<file path="src/hw/rtl/base64_stream_encoder_core_macros.svh">
// Assertion macros shared by the base64 stream encoder RTL.
// No dependencies; included by files that carry concurrent assertions.
`ifndef BASE64_STREAM_ENCODER_CORE_MACROS_SVH
`define BASE64_STREAM_ENCODER_CORE_MACROS_SVH

// Same-cycle implication, checked outside of reset
`define B64SE_ASSERT_IMPLY(label, clk, rst_n, ante, cons, msg) \
    label: assert property (@(posedge clk) disable iff (!(rst_n)) (ante) |-> (cons)) \
        else $error(msg);

// Next-cycle implication, checked outside of reset
`define B64SE_ASSERT_NEXT(label, clk, rst_n, ante, cons, msg) \
    label: assert property (@(posedge clk) disable iff (!(rst_n)) (ante) |=> (cons)) \
        else $error(msg);

`endif

</file>
<file path="src/hw/rtl/b64se_pkg.sv">
// Shared types, constants and the sextet-to-ASCII mapping for the base64 encoder.
// No dependencies; imported by every module of the encoder.
`default_nettype none

package b64se_pkg;

    // Number of bytes held in one group word
    typedef enum logic [1:0] {
        GRP_ONE  = 2'd1,
        GRP_TWO  = 2'd2,
        GRP_FULL = 2'd3
    } t_grp_kind;

    // One completed group, missing bytes are zero
    typedef struct packed {
        logic [7:0] b0;
        logic [7:0] b1;
        logic [7:0] b2;
        t_grp_kind  kind;
        logic       eom;
    } t_grp;

    // Front-end status seen by the top level
    typedef struct packed {
        logic [1:0] held_cnt;
        logic       push;
    } t_front_stat;

    localparam logic [6:0] PAD_CHAR      = 7'd61;
    localparam logic [1:0] CHAR_IDX_LAST = 2'd3;
    localparam logic [1:0] QUEUE_DEPTH   = 2'd2;

    // Base64 alphabet: A-Z, a-z, 0-9, '+', '/'
    function automatic logic [6:0] b64_char(input logic [5:0] v);
        logic [6:0] w;
        w = {1'b0, v};
        if (v < 6'd26) begin
            return w + 7'd65;
        end else if (v < 6'd52) begin
            return w + 7'd71;
        end else if (v < 6'd62) begin
            return w - 7'd4;
        end else if (v == 6'd62) begin
            return 7'd43;
        end else begin
            return 7'd47;
        end
    endfunction

endpackage

`default_nettype wire

</file>
<file path="src/hw/rtl/b64se_front.sv">
// Front end: accepts bytes, gathers them into groups of up to three, pushes groups.
// Depends on b64se_pkg.
`default_nettype none

module b64se_front (
    input  wire                       i_clk,
    input  wire                       i_rst_n,
    input  wire                       i_s_tvalid,
    output logic                      o_s_tready,
    input  wire  [7:0]                i_data_byte,
    input  wire                       i_end_of_message,
    input  wire                       i_q_full,
    output logic                      o_push,
    output b64se_pkg::t_grp           o_grp,
    output b64se_pkg::t_front_stat    o_stat
);
    import b64se_pkg::*;

    logic [15:0] r_pend;
    logic [15:0] n_pend;
    logic [1:0]  r_cnt;
    logic [1:0]  n_cnt;
    logic        w_accept;
    logic        w_done;

    assign o_s_tready = !i_q_full;
    assign w_accept   = i_s_tvalid && !i_q_full;
    // group closes on the third byte or on the end mark
    assign w_done     = (r_cnt >= 2'd2) || i_end_of_message;

    // classify the incoming byte and build the group word
    always_comb begin
        n_pend       = r_pend;
        n_cnt        = r_cnt;
        o_push       = 1'b0;
        o_grp.b0     = r_pend[15:8];
        o_grp.b1     = r_pend[7:0];
        o_grp.b2     = i_data_byte;
        o_grp.kind   = GRP_FULL;
        o_grp.eom    = i_end_of_message;
        case (r_cnt)
            2'd0: begin
                o_grp.b0   = i_data_byte;
                o_grp.b1   = 8'd0;
                o_grp.b2   = 8'd0;
                o_grp.kind = GRP_ONE;
            end
            2'd1: begin
                o_grp.b1   = i_data_byte;
                o_grp.b2   = 8'd0;
                o_grp.kind = GRP_TWO;
            end
            default: begin
                o_grp.kind = GRP_FULL;
            end
        endcase
        if (w_accept) begin
            if (w_done) begin
                o_push = 1'b1;
                n_pend = 16'd0;
                n_cnt  = 2'd0;
            end else begin
                if (r_cnt == 2'd0) begin
                    n_pend = {i_data_byte, 8'd0};
                end else begin
                    n_pend = {r_pend[15:8], i_data_byte};
                end
                n_cnt = r_cnt + 2'd1;
            end
        end
    end

    always_ff @(posedge i_clk) begin
        if (!i_rst_n) begin
            r_pend <= 16'd0;
            r_cnt  <= 2'd0;
        end else begin
            r_pend <= n_pend;
            r_cnt  <= n_cnt;
        end
    end

    assign o_stat.held_cnt = r_cnt;
    assign o_stat.push     = o_push;

endmodule

`default_nettype wire

</file>
<file path="src/hw/rtl/b64se_queue.sv">
// Two-entry group queue between the front and back ends.
// Depends on b64se_pkg.
`default_nettype none

module b64se_queue (
    input  wire                 i_clk,
    input  wire                 i_rst_n,
    input  wire                 i_push,
    input  b64se_pkg::t_grp     i_grp,
    output logic                o_full,
    input  wire                 i_pop,
    output logic                o_valid,
    output b64se_pkg::t_grp     o_grp
);
    import b64se_pkg::*;

    t_grp       r_mem [2];
    logic       r_wp;
    logic       r_rp;
    logic [1:0] r_cnt;
    logic [1:0] n_cnt;
    logic       w_push;
    logic       w_pop;

    assign o_full  = (r_cnt == QUEUE_DEPTH);
    assign o_valid = (r_cnt != 2'd0);
    assign o_grp   = r_mem[r_rp];
    assign w_push  = i_push && !o_full;
    assign w_pop   = i_pop && o_valid;

    // occupancy update
    always_comb begin
        n_cnt = r_cnt;
        if (w_push && !w_pop) begin
            n_cnt = r_cnt + 2'd1;
        end else if (w_pop && !w_push) begin
            n_cnt = r_cnt - 2'd1;
        end
    end

    always_ff @(posedge i_clk) begin
        if (!i_rst_n) begin
            r_wp  <= 1'b0;
            r_rp  <= 1'b0;
            r_cnt <= 2'd0;
        end else begin
            r_cnt <= n_cnt;
            if (w_push) begin
                r_wp <= !r_wp;
            end
            if (w_pop) begin
                r_rp <= !r_rp;
            end
        end
    end

    // payload storage, no reset
    always_ff @(posedge i_clk) begin
        if (w_push) begin
            r_mem[r_wp] <= i_grp;
        end
    end

endmodule

`default_nettype wire

</file>
<file path="src/hw/rtl/b64se_back.sv">
// Back end: expands one group into four characters, one word per cycle while the output port is ready.
// Depends on b64se_pkg.
`default_nettype none

module b64se_back (
    input  wire                 i_clk,
    input  wire                 i_rst_n,
    input  wire                 i_q_valid,
    input  b64se_pkg::t_grp     i_q_grp,
    output logic                o_q_pop,
    output logic                o_m_tvalid,
    input  wire                 i_m_tready,
    output logic [6:0]          o_out_char,
    output logic                o_last_char
);
    import b64se_pkg::*;

    t_grp       r_cur;
    logic       r_busy;
    logic       n_busy;
    logic [1:0] r_idx;
    logic [1:0] n_idx;
    logic       r_ov;
    logic       n_ov;
    logic [6:0] r_char;
    logic [6:0] n_char;
    logic       r_last;
    logic       n_last;
    logic       w_adv;
    logic [5:0] w_sext;

    // sextet select for the current character
    always_comb begin
        case (r_idx)
            2'd0:    w_sext = r_cur.b0[7:2];
            2'd1:    w_sext = {r_cur.b0[1:0], r_cur.b1[7:4]};
            2'd2:    w_sext = {r_cur.b1[3:0], r_cur.b2[7:6]};
            default: w_sext = r_cur.b2[5:0];
        endcase
    end

    // output register advance and group pop
    always_comb begin
        w_adv   = r_busy && (!r_ov || i_m_tready);
        o_q_pop = !r_busy || (w_adv && (r_idx == CHAR_IDX_LAST));
        n_busy  = r_busy;
        n_idx   = r_idx;
        n_ov    = r_ov && !i_m_tready;
        n_char  = r_char;
        n_last  = r_last;
        if (w_adv) begin
            n_ov   = 1'b1;
            n_char = b64_char(w_sext);
            n_last = 1'b0;
            if ((r_idx == 2'd2) && (r_cur.kind == GRP_ONE)) begin
                n_char = PAD_CHAR;
            end
            if (r_idx == CHAR_IDX_LAST) begin
                if (r_cur.kind != GRP_FULL) begin
                    n_char = PAD_CHAR;
                    n_last = 1'b1;
                end else begin
                    n_last = r_cur.eom;
                end
                n_busy = 1'b0;
            end
            n_idx = r_idx + 2'd1;
        end
        if (o_q_pop && i_q_valid) begin
            n_busy = 1'b1;
            n_idx  = 2'd0;
        end
    end

    always_ff @(posedge i_clk) begin
        if (!i_rst_n) begin
            r_busy <= 1'b0;
            r_idx  <= 2'd0;
            r_ov   <= 1'b0;
        end else begin
            r_busy <= n_busy;
            r_idx  <= n_idx;
            r_ov   <= n_ov;
        end
    end

    // payload registers
    always_ff @(posedge i_clk) begin
        r_char <= n_char;
        r_last <= n_last;
        if (o_q_pop && i_q_valid) begin
            r_cur <= i_q_grp;
        end
    end

    assign o_m_tvalid  = r_ov;
    assign o_out_char  = r_char;
    assign o_last_char = r_last;

endmodule

`default_nettype wire

</file>
<file path="src/hw/rtl/base64_stream_encoder_core.sv">
// Base64 stream encoder: one byte word in, base64 characters out, '=' padded.
// Throughput: the back end emits one character per cycle while the output port is ready;
// three bytes make four characters, so the output port sets the rate of a long message.
// A two-entry group queue lets the front keep taking bytes while output stalls.
// Reset (synchronous, active low) clears held bytes, queue and output valid.
`default_nettype none

`include "base64_stream_encoder_core_macros.svh"

module base64_stream_encoder_core (
    input  wire         i_clk,
    input  wire         i_rst_n,
    input  wire         i_s_tvalid,
    output logic        o_s_tready,
    input  wire  [7:0]  i_s_tdata,   // [7:0] data_byte
    input  wire         i_s_tlast,   // end_of_message
    output logic        o_m_tvalid,
    input  wire         i_m_tready,
    output logic [7:0]  o_m_tdata,   // [6:0] out_char, [7] zero
    output logic        o_m_tlast    // last_char
);
    import b64se_pkg::*;

    logic        w_push;
    t_grp        w_push_grp;
    t_front_stat w_fstat;
    logic        w_q_full;
    logic        w_q_valid;
    t_grp        w_q_grp;
    logic        w_q_pop;
    logic [6:0]  w_char;

    b64se_front u_front (
        .i_clk            (i_clk),
        .i_rst_n          (i_rst_n),
        .i_s_tvalid       (i_s_tvalid),
        .o_s_tready       (o_s_tready),
        .i_data_byte      (i_s_tdata),
        .i_end_of_message (i_s_tlast),
        .i_q_full         (w_q_full),
        .o_push           (w_push),
        .o_grp            (w_push_grp),
        .o_stat           (w_fstat)
    );

    b64se_queue u_queue (
        .i_clk   (i_clk),
        .i_rst_n (i_rst_n),
        .i_push  (w_push),
        .i_grp   (w_push_grp),
        .o_full  (w_q_full),
        .i_pop   (w_q_pop),
        .o_valid (w_q_valid),
        .o_grp   (w_q_grp)
    );

    b64se_back u_back (
        .i_clk       (i_clk),
        .i_rst_n     (i_rst_n),
        .i_q_valid   (w_q_valid),
        .i_q_grp     (w_q_grp),
        .o_q_pop     (w_q_pop),
        .o_m_tvalid  (o_m_tvalid),
        .i_m_tready  (i_m_tready),
        .o_out_char  (w_char),
        .o_last_char (o_m_tlast)
    );

    assign o_m_tdata = {1'b0, w_char};

    // checks
    `B64SE_ASSERT_IMPLY(a_push_room, i_clk, i_rst_n, w_fstat.push, !w_q_full, "push into full queue")
    `B64SE_ASSERT_IMPLY(a_held_cnt, i_clk, i_rst_n, 1'b1, w_fstat.held_cnt != 2'd3, "three bytes held")
    `B64SE_ASSERT_IMPLY(a_ascii, i_clk, i_rst_n, o_m_tvalid, o_m_tdata[7] == 1'b0, "non-ASCII output")
    `B64SE_ASSERT_NEXT(a_push_fill, i_clk, i_rst_n, w_fstat.push && !w_q_pop, w_q_valid, "pushed group lost")

endmodule

`default_nettype wire
</file>
<file path="config.mk">
export PLATFORM = sky130hd
export DESIGN_NAME = base64_stream_encoder_core
export DESIGN_NICKNAME = d
export VERILOG_FILES = /design/src/hw/rtl/b64se_pkg.sv /design/src/hw/rtl/b64se_front.sv /design/src/hw/rtl/b64se_queue.sv /design/src/hw/rtl/b64se_back.sv /design/src/hw/rtl/base64_stream_encoder_core.sv
export VERILOG_INCLUDE_DIRS = /design/src /design/src/hw/rtl
export SDC_FILE = /design/constraint.sdc
export NUM_CORES = 1
export LEC_CHECK = 0
export ABC_AREA = 0
export ABC_CLOCK_PERIOD_IN_PS = 7800
export BUFFER_PORTS_ARGS = -buffer_cell sky130_fd_sc_hd__buf_2
export CAP_MARGIN = 20
export CORE_ASPECT_RATIO = 2
export CORE_MARGIN = 2
export CORE_UTILIZATION = 35
export CTS_CLUSTER_SIZE = 40
export DETAILED_ROUTE_END_ITERATION = 8
export GPL_TIMING_DRIVEN = 0
export HOLD_SLACK_MARGIN = 0.05
export PLACE_DENSITY = 0.59
export RECOVER_POWER = 100
export SLEW_MARGIN = 20
export SYNTH_ARGS = -nofsm -noshare
export SYNTH_HDL_FRONTEND = slang
export SYNTH_SLANG_ARGS = --single-unit
</file>
<file path="constraint.sdc">
create_clock -name i_clk -period 7.8 [get_ports i_clk]
set_clock_uncertainty 0.1 [all_clocks]
set_input_delay 1.56 -clock i_clk [delete_from_list [all_inputs] [get_ports i_clk]]
set_output_delay 1.56 -clock i_clk [all_outputs]
set_load 0.03 [all_outputs]
</file>
# == Yosys cells after proc, flatten, opt, wreduce, memory -nomap -nowiden ==
# Memory sizes are Yosys's and may differ from the RTL's. A register that Yosys moved wholly into a read port is not among the register bits.
# Index checks and enable logic that the tools add are counted.
# W data, S select, Z words.
# op_classes
add_sub_neg,7
magnitude_cmp,4
n_eq_ne,8
mux,25
n_bitwise,1
n_reduce_logical,30
# ops
operator,count
$mux W7,6
$mux W16,2
$pmux W16 S2,1
$pmux W6 S3,1
$add A6 B7 Y7 const B,2
$lt A6 B6 Y1 const B,2
$reduce_bool A2 Y1,5
$logic_and A1 B1 Y1,9
$mux W1,9
$logic_not A1 Y1,8
$mux W8,1
$sub A6 B3 Y7 const B,1
$add A2 B1 Y2 const B,3
$eq A2 B1 Y1 const B,3
$eq A2 B2 Y1 const B,3
$eq A6 B6 Y1 const B,1
$lt A6 B5 Y1 const B,1
$mux W2,3
$logic_not A2 Y1,2
$pmux W2 S2,1
$reduce_and A2 Y1,2
$logic_or A1 B1 Y1,3
$mux W3,1
$ge A2 B2 Y1 const B,1
other kinds (4),4
# word_totals
reg_bits,34
mem_bits_rw,54
input_bits,13
out_inout_bits,11
n_memories,1
# mem_list
memory,depth,width,read_ports,rd_clocked_by_memory_dff,wr,line,rtl
u_queue.r_mem,2,27,1,1,1,b64se_queue.sv:17,t_grp r_mem [2];

# == Depth between registers and ports, before layout ==
# depth
ltp_word,10
ltp_mapped,11

# == Hierarchy ==
# From an unflattened synthesis, not the netlist that was laid out.
# hier_totals
cells_unflattened,405
area_unflattened_um2,5180.0
# by_module_without_submodules
module,instances,cells_per_inst,area_per_inst_um2,seq_area_each_um2
b64se_queue,1,109,2182.1,1721.7
b64se_back,1,153,1921.8,1131.1
b64se_front,1,141,1064.8,360.3
base64_stream_encoder_core,1,2,11.3,0.0

# == Least setup slack after synthesis ==
# OpenSTA, ideal clock, no wires.
# synth_path
kind,input -> register
from,input i_s_tvalid
to,memory u_queue.r_mem[0][0] (netlist bit) (enable)
t_arrival_ps,3802
required_ps,7253
slack_ps,3450
cell_stages,3
path_cell_list,nand2_1 > clkbuf_1 > nor3_1
# synth_between
elab_chain_len,5
# synth_lines
item,line,rtl
"start, declared",base64_stream_encoder_core.sv:13,"input wire i_s_tvalid,"
$logic_and A1 B1 Y1,b64se_front.sv:27,assign w_accept = i_s_tvalid && !i_q_full;
$mux W1,b64se_front.sv:57,if (w_accept) begin
$logic_and A1 B1 Y1,b64se_queue.sv:28,assign w_push = i_push && !o_full;
$mux W1,b64se_queue.sv:59,if (w_push) begin
$mux W1 (implied by the code),b64se_queue.sv:60,r_mem[r_wp] <= i_grp;
"end, declared",b64se_queue.sv:17,
# No other way between the ends.

# == Worst setup path in the final report ==
# layout_path
from,register u_back.r_idx[0]
to,"register u_back.r_char[5], in the netlist u_back.o_out_char[5] (data pin)"
# layout_between
elab_chain_len,9
# layout_lines
item,line,rtl
"start, declared",b64se_back.sv:21,logic [1:0] r_idx;
"start signal, assigned",b64se_back.sv:82,r_idx <= n_idx;
$eq A2 B2 Y1 (tied with other cells),"b64se_back.sv:34, b64se_back.sv:55",
$pmux W6 S3,b64se_back.sv:34,case (r_idx)
$sub A6 B3 Y7 / $lt A6 B6 Y1 (equally long branches),"b64se_pkg.sv:42, b64se_pkg.sv:41",
$mux W7,b64se_pkg.sv:41,end else if (v < 6'd62) begin
$mux W7,b64se_pkg.sv:39,end else if (v < 6'd52) begin
$mux W7,b64se_pkg.sv:37,if (v < 6'd26) begin
$mux W7,b64se_back.sv:55,if ((r_idx == 2'd2) && (r_cur.kind == GRP_ONE)) begin
$mux W7,b64se_back.sv:59,if (r_cur.kind != GRP_FULL) begin
$mux W7 (*),b64se_back.sv:58,if (r_idx == CHAR_IDX_LAST) begin
"end signal, assigned",b64se_back.sv:89,r_char <= n_char;
"end, declared",b64se_back.sv:25,logic [6:0] r_char;
# Mark *: on every way between the ends. The rest lies on a longest branch, timed or not.
# A chain may end at the register's enable or synchronous reset.

==> flow_summary.ini <==
[run_status]
status = finished, violations left
failed_checks = max-capacitance violations, max-slew violations

[global_route]
busiest_layer = met2
grt_use_met3_pct = 3.13
grt_pass1_vias = 3218
use_met1_pct = 12.2
use_met2_pct = 27.5
grt_max_degree = 28
grt_pass1_wl_um = 16400
track_usage_pct = 14.2
antenna_found_initial = 0
grt_overflow = 0

[cts]
holdBufCountCts = 0
cts_buffers = 17
cts_root_buffer = clkbuf_16
cts_sinks = 115
clockBufferDepth = 2
cts_resized = 0
clkLatencyLatePin_ns = 0.40
cts_tree = done
post_cts_buffers = 0
clk_pin_slew_ns = 0.06
cts_max_level = 4

[critical_path]
worstSetupPathType = flip-flop to flip-flop
critPathLaunchType = flip-flop
regToRegSetupSlack_ns = 3.58
endpoint_kind = flip-flop
cp.required_ns = 7.80
cp.arrival_ns = 4.23
path_max_fanout = 10

[placement]
gp_congestion = 0.927
place_ws_ns = 4.23
port-buffer-count = 22
hpwl_um = 7790

[layout]
final_cell_mix = 89 x edfxtp_1, 34 x clkbuf_1, 27 x mux2_2
final_common_cell = edfxtp_1
area_growth_syn_to_layout_pct = 18.7
n_fill_cell = 1355
nets = 447
layout-drive-gt1-share_pct = 18.2
n_antenna_cell = 0

[synthesis]
synth.avg_cell_area_um2 = 13.5
syn_inst = 376
yosys_warnings = 0
syn_area_um2 = 5090
ys_seq_area_share_pct = 62.8
synthMuxAreaShare_pct = 8.98
synth_xor_area_share_pct = 1.03
ys_types = 59
yosys.area_share.simple_pct = 8.46
async_flop_share_pct = 0
synth_edf_count = 89
mappedNetlistNets = 402
synth_ff_type = edfxtp_1
synth_top_family_by_area = compound AO/OA/AOI/OAI gates
synth_fa_ha_area_share_pct = 3.20
synth-compound-area-share_pct = 12.4
ys_ff_latch = 115

[sta]
setup-tns-final_ns = 0
setup_viol = 0
hold_viol = 0
setup_slack_ns = 3.58
drv_slew = 28
fin_crit_ns = 4.22
hold-worst-slack_ns = 0.404
period_share_pct = 54.2
rsz0062_at_grt = false
tightest_slew_ns = 1.80
relSlewSlack_pct = -19.9
fmax_mhz = 237

[floorplan]
dieArea_um2 = 15600
core-area_um2 = 14300
placementRows = 62
die_y_um = 174
initial_core_util_pct = 35.6
die_x_um = 89.2
io_pins = 24

[detailed_routing]
viasPerCell = 5.00
routed_wl_um = 10300
drc = 0
drt_iter0_drc = 130
drt_first_pass_iters = 5
vias = 3127
wire_per_inst_um = 16.4
ant_nets = 0

[power]
pwr_density_cell_nw_per_um2 = 400
vdd_drop_max_mv = 0.171
leakagePower_nw = 2.07

[hold_path]
hold_class = flip-flop to flip-flop

[flow_run]
drv_cap = 1
power by group:
| part | switching [mW] | internal (mW) |
|---|---|---|
| Combinational | 0.464 | 0.266 |
| Sequential | 0.0534 | 0.843 |
| Clock | 0.268 | 0.519 |
synth_stat cells, types with 2 or more instances:
library cell | instances | share of area [%]
and3_1 | 2 | 0.25
a2111oi_0 | 2 | 0.34
nand2b_1 | 10 | 1.2
a21oi_1 | 11 | 1.1
nand2_1 | 15 | 1.1
o31a_1 | 3 | 0.52
a22o_1 | 2 | 0.34
a21boi_0 | 2 | 0.30
inv_2 | 2 | 0.15
nor2b_1 | 18 | 2.2
a222oi_1 | 4 | 0.79
and2_1 | 14 | 1.7
nor3_1 | 2 | 0.20
dfxtp_1 | 26 | 10
a22oi_1 | 17 | 2.5
xnor2_1 | 5 | 0.86
a31oi_1 | 5 | 0.62
o31ai_1 | 2 | 0.30
mux2_2 | 36 | 8.0
o31ai_2 | 2 | 0.49
buf_4 | 3 | 0.44
a211oi_1 | 3 | 0.44
ha_1 | 13 | 3.2
inv_1 | 17 | 1.3
nand3_1 | 4 | 0.39
clkbuf_1 | 11 | 0.81
edfxtp_1 | 89 | 53
o21ai_0 | 15 | 1.5
nor2_1 | 10 | 0.74
nor4_1 | 2 | 0.25
per-stage QoR:
stage	area (µm²)	instances	utilization (%)	total power, mW
after floorplan	5090	376	-	1.46
after global placement	5440	590	38.1	1.63
after detailed placement	5480	594	38.4	1.65
after CTS	6090	626	42.7	2.44
after global routing	6040	626	42.3	2.53
final	6040	626	42.3	2.41
kinds of logic after synthesis:
family | Yosys count
compound gates | 86
fa+ha+maj | 13
simple gates | 80
other cells | 1
mux | 39
xor+xnor | 6
buf+inv | 36
flops | 115
critical path, stage by stage, from the launching register on:
cell,delay [ns]
dfxtp_1,0.36
ha_1,0.16
clkbuf_1,0.45
clkinvlp_2,0.66
mux2_1,0.63
inv_1,0.17
clkbuf_1,0.36
ha_1,0.41
inv_1,0.14
o31ai_1,0.16
a2111o_1,0.22
o2111ai_1,0.11
registers in the layout (all words and copies together) (netlist names), 2 cells and up:
name / count
u_back.o_out_char: 7
u_back.r_cur: 27
u_front.r_cnt: 2
u_back.r_idx: 2
u_queue.r_mem: 54
u_queue.r_cnt: 2
u_front.r_pend: 16
path summary, 6_finish.rpt:
| check | startpoint | endpoint | cells after the start |
|---|---|---|---|
| hold / removal | u_back.r_busy$_SDFFE_PN0P_ | u_back.o_m_tvalid$_SDFF_PN0_ | 2 |
| setup / recovery | u_back.r_idx[0]$_SDFFE_PP0P_ | u_back.o_out_char[5]$_DFFE_PP_ | 11 |
| setup reg to reg | u_back.r_idx[0]$_SDFFE_PP0P_ | u_back.o_out_char[5]$_DFFE_PP_ | 11 |
| hold reg to reg | u_back.r_busy$_SDFFE_PN0P_ | u_back.o_m_tvalid$_SDFF_PN0_ | 2 |
area by class of cell:
| type | count | area [µm²] | share of cell area (%) |
|---|---|---|---|
| clock inverters | 10 | 118 | 1.95 |
| repair buffers | 26 | 106 | 1.76 |
| flip-flops and latches | 115 | 3190 | 52.9 |
| clock buffers | 22 | 497 | 8.23 |
| inverters | 21 | 85.1 | 1.41 |
| well taps | 192 | 240 | 3.98 |
| multi-input cells | 225 | 1740 | 28.8 |
| plain buffers | 15 | 61.3 | 1.02 |
layer usage:
layer / part of all wire [%] / up-vias
li1: - / 1518
met1: 31 / 1492
met2: 61 / 79
met3: 2.5 / 38
met4: 5.5 / 0
met5: 0 / -
No activity file was read; power rests on OpenSTA's default activity.
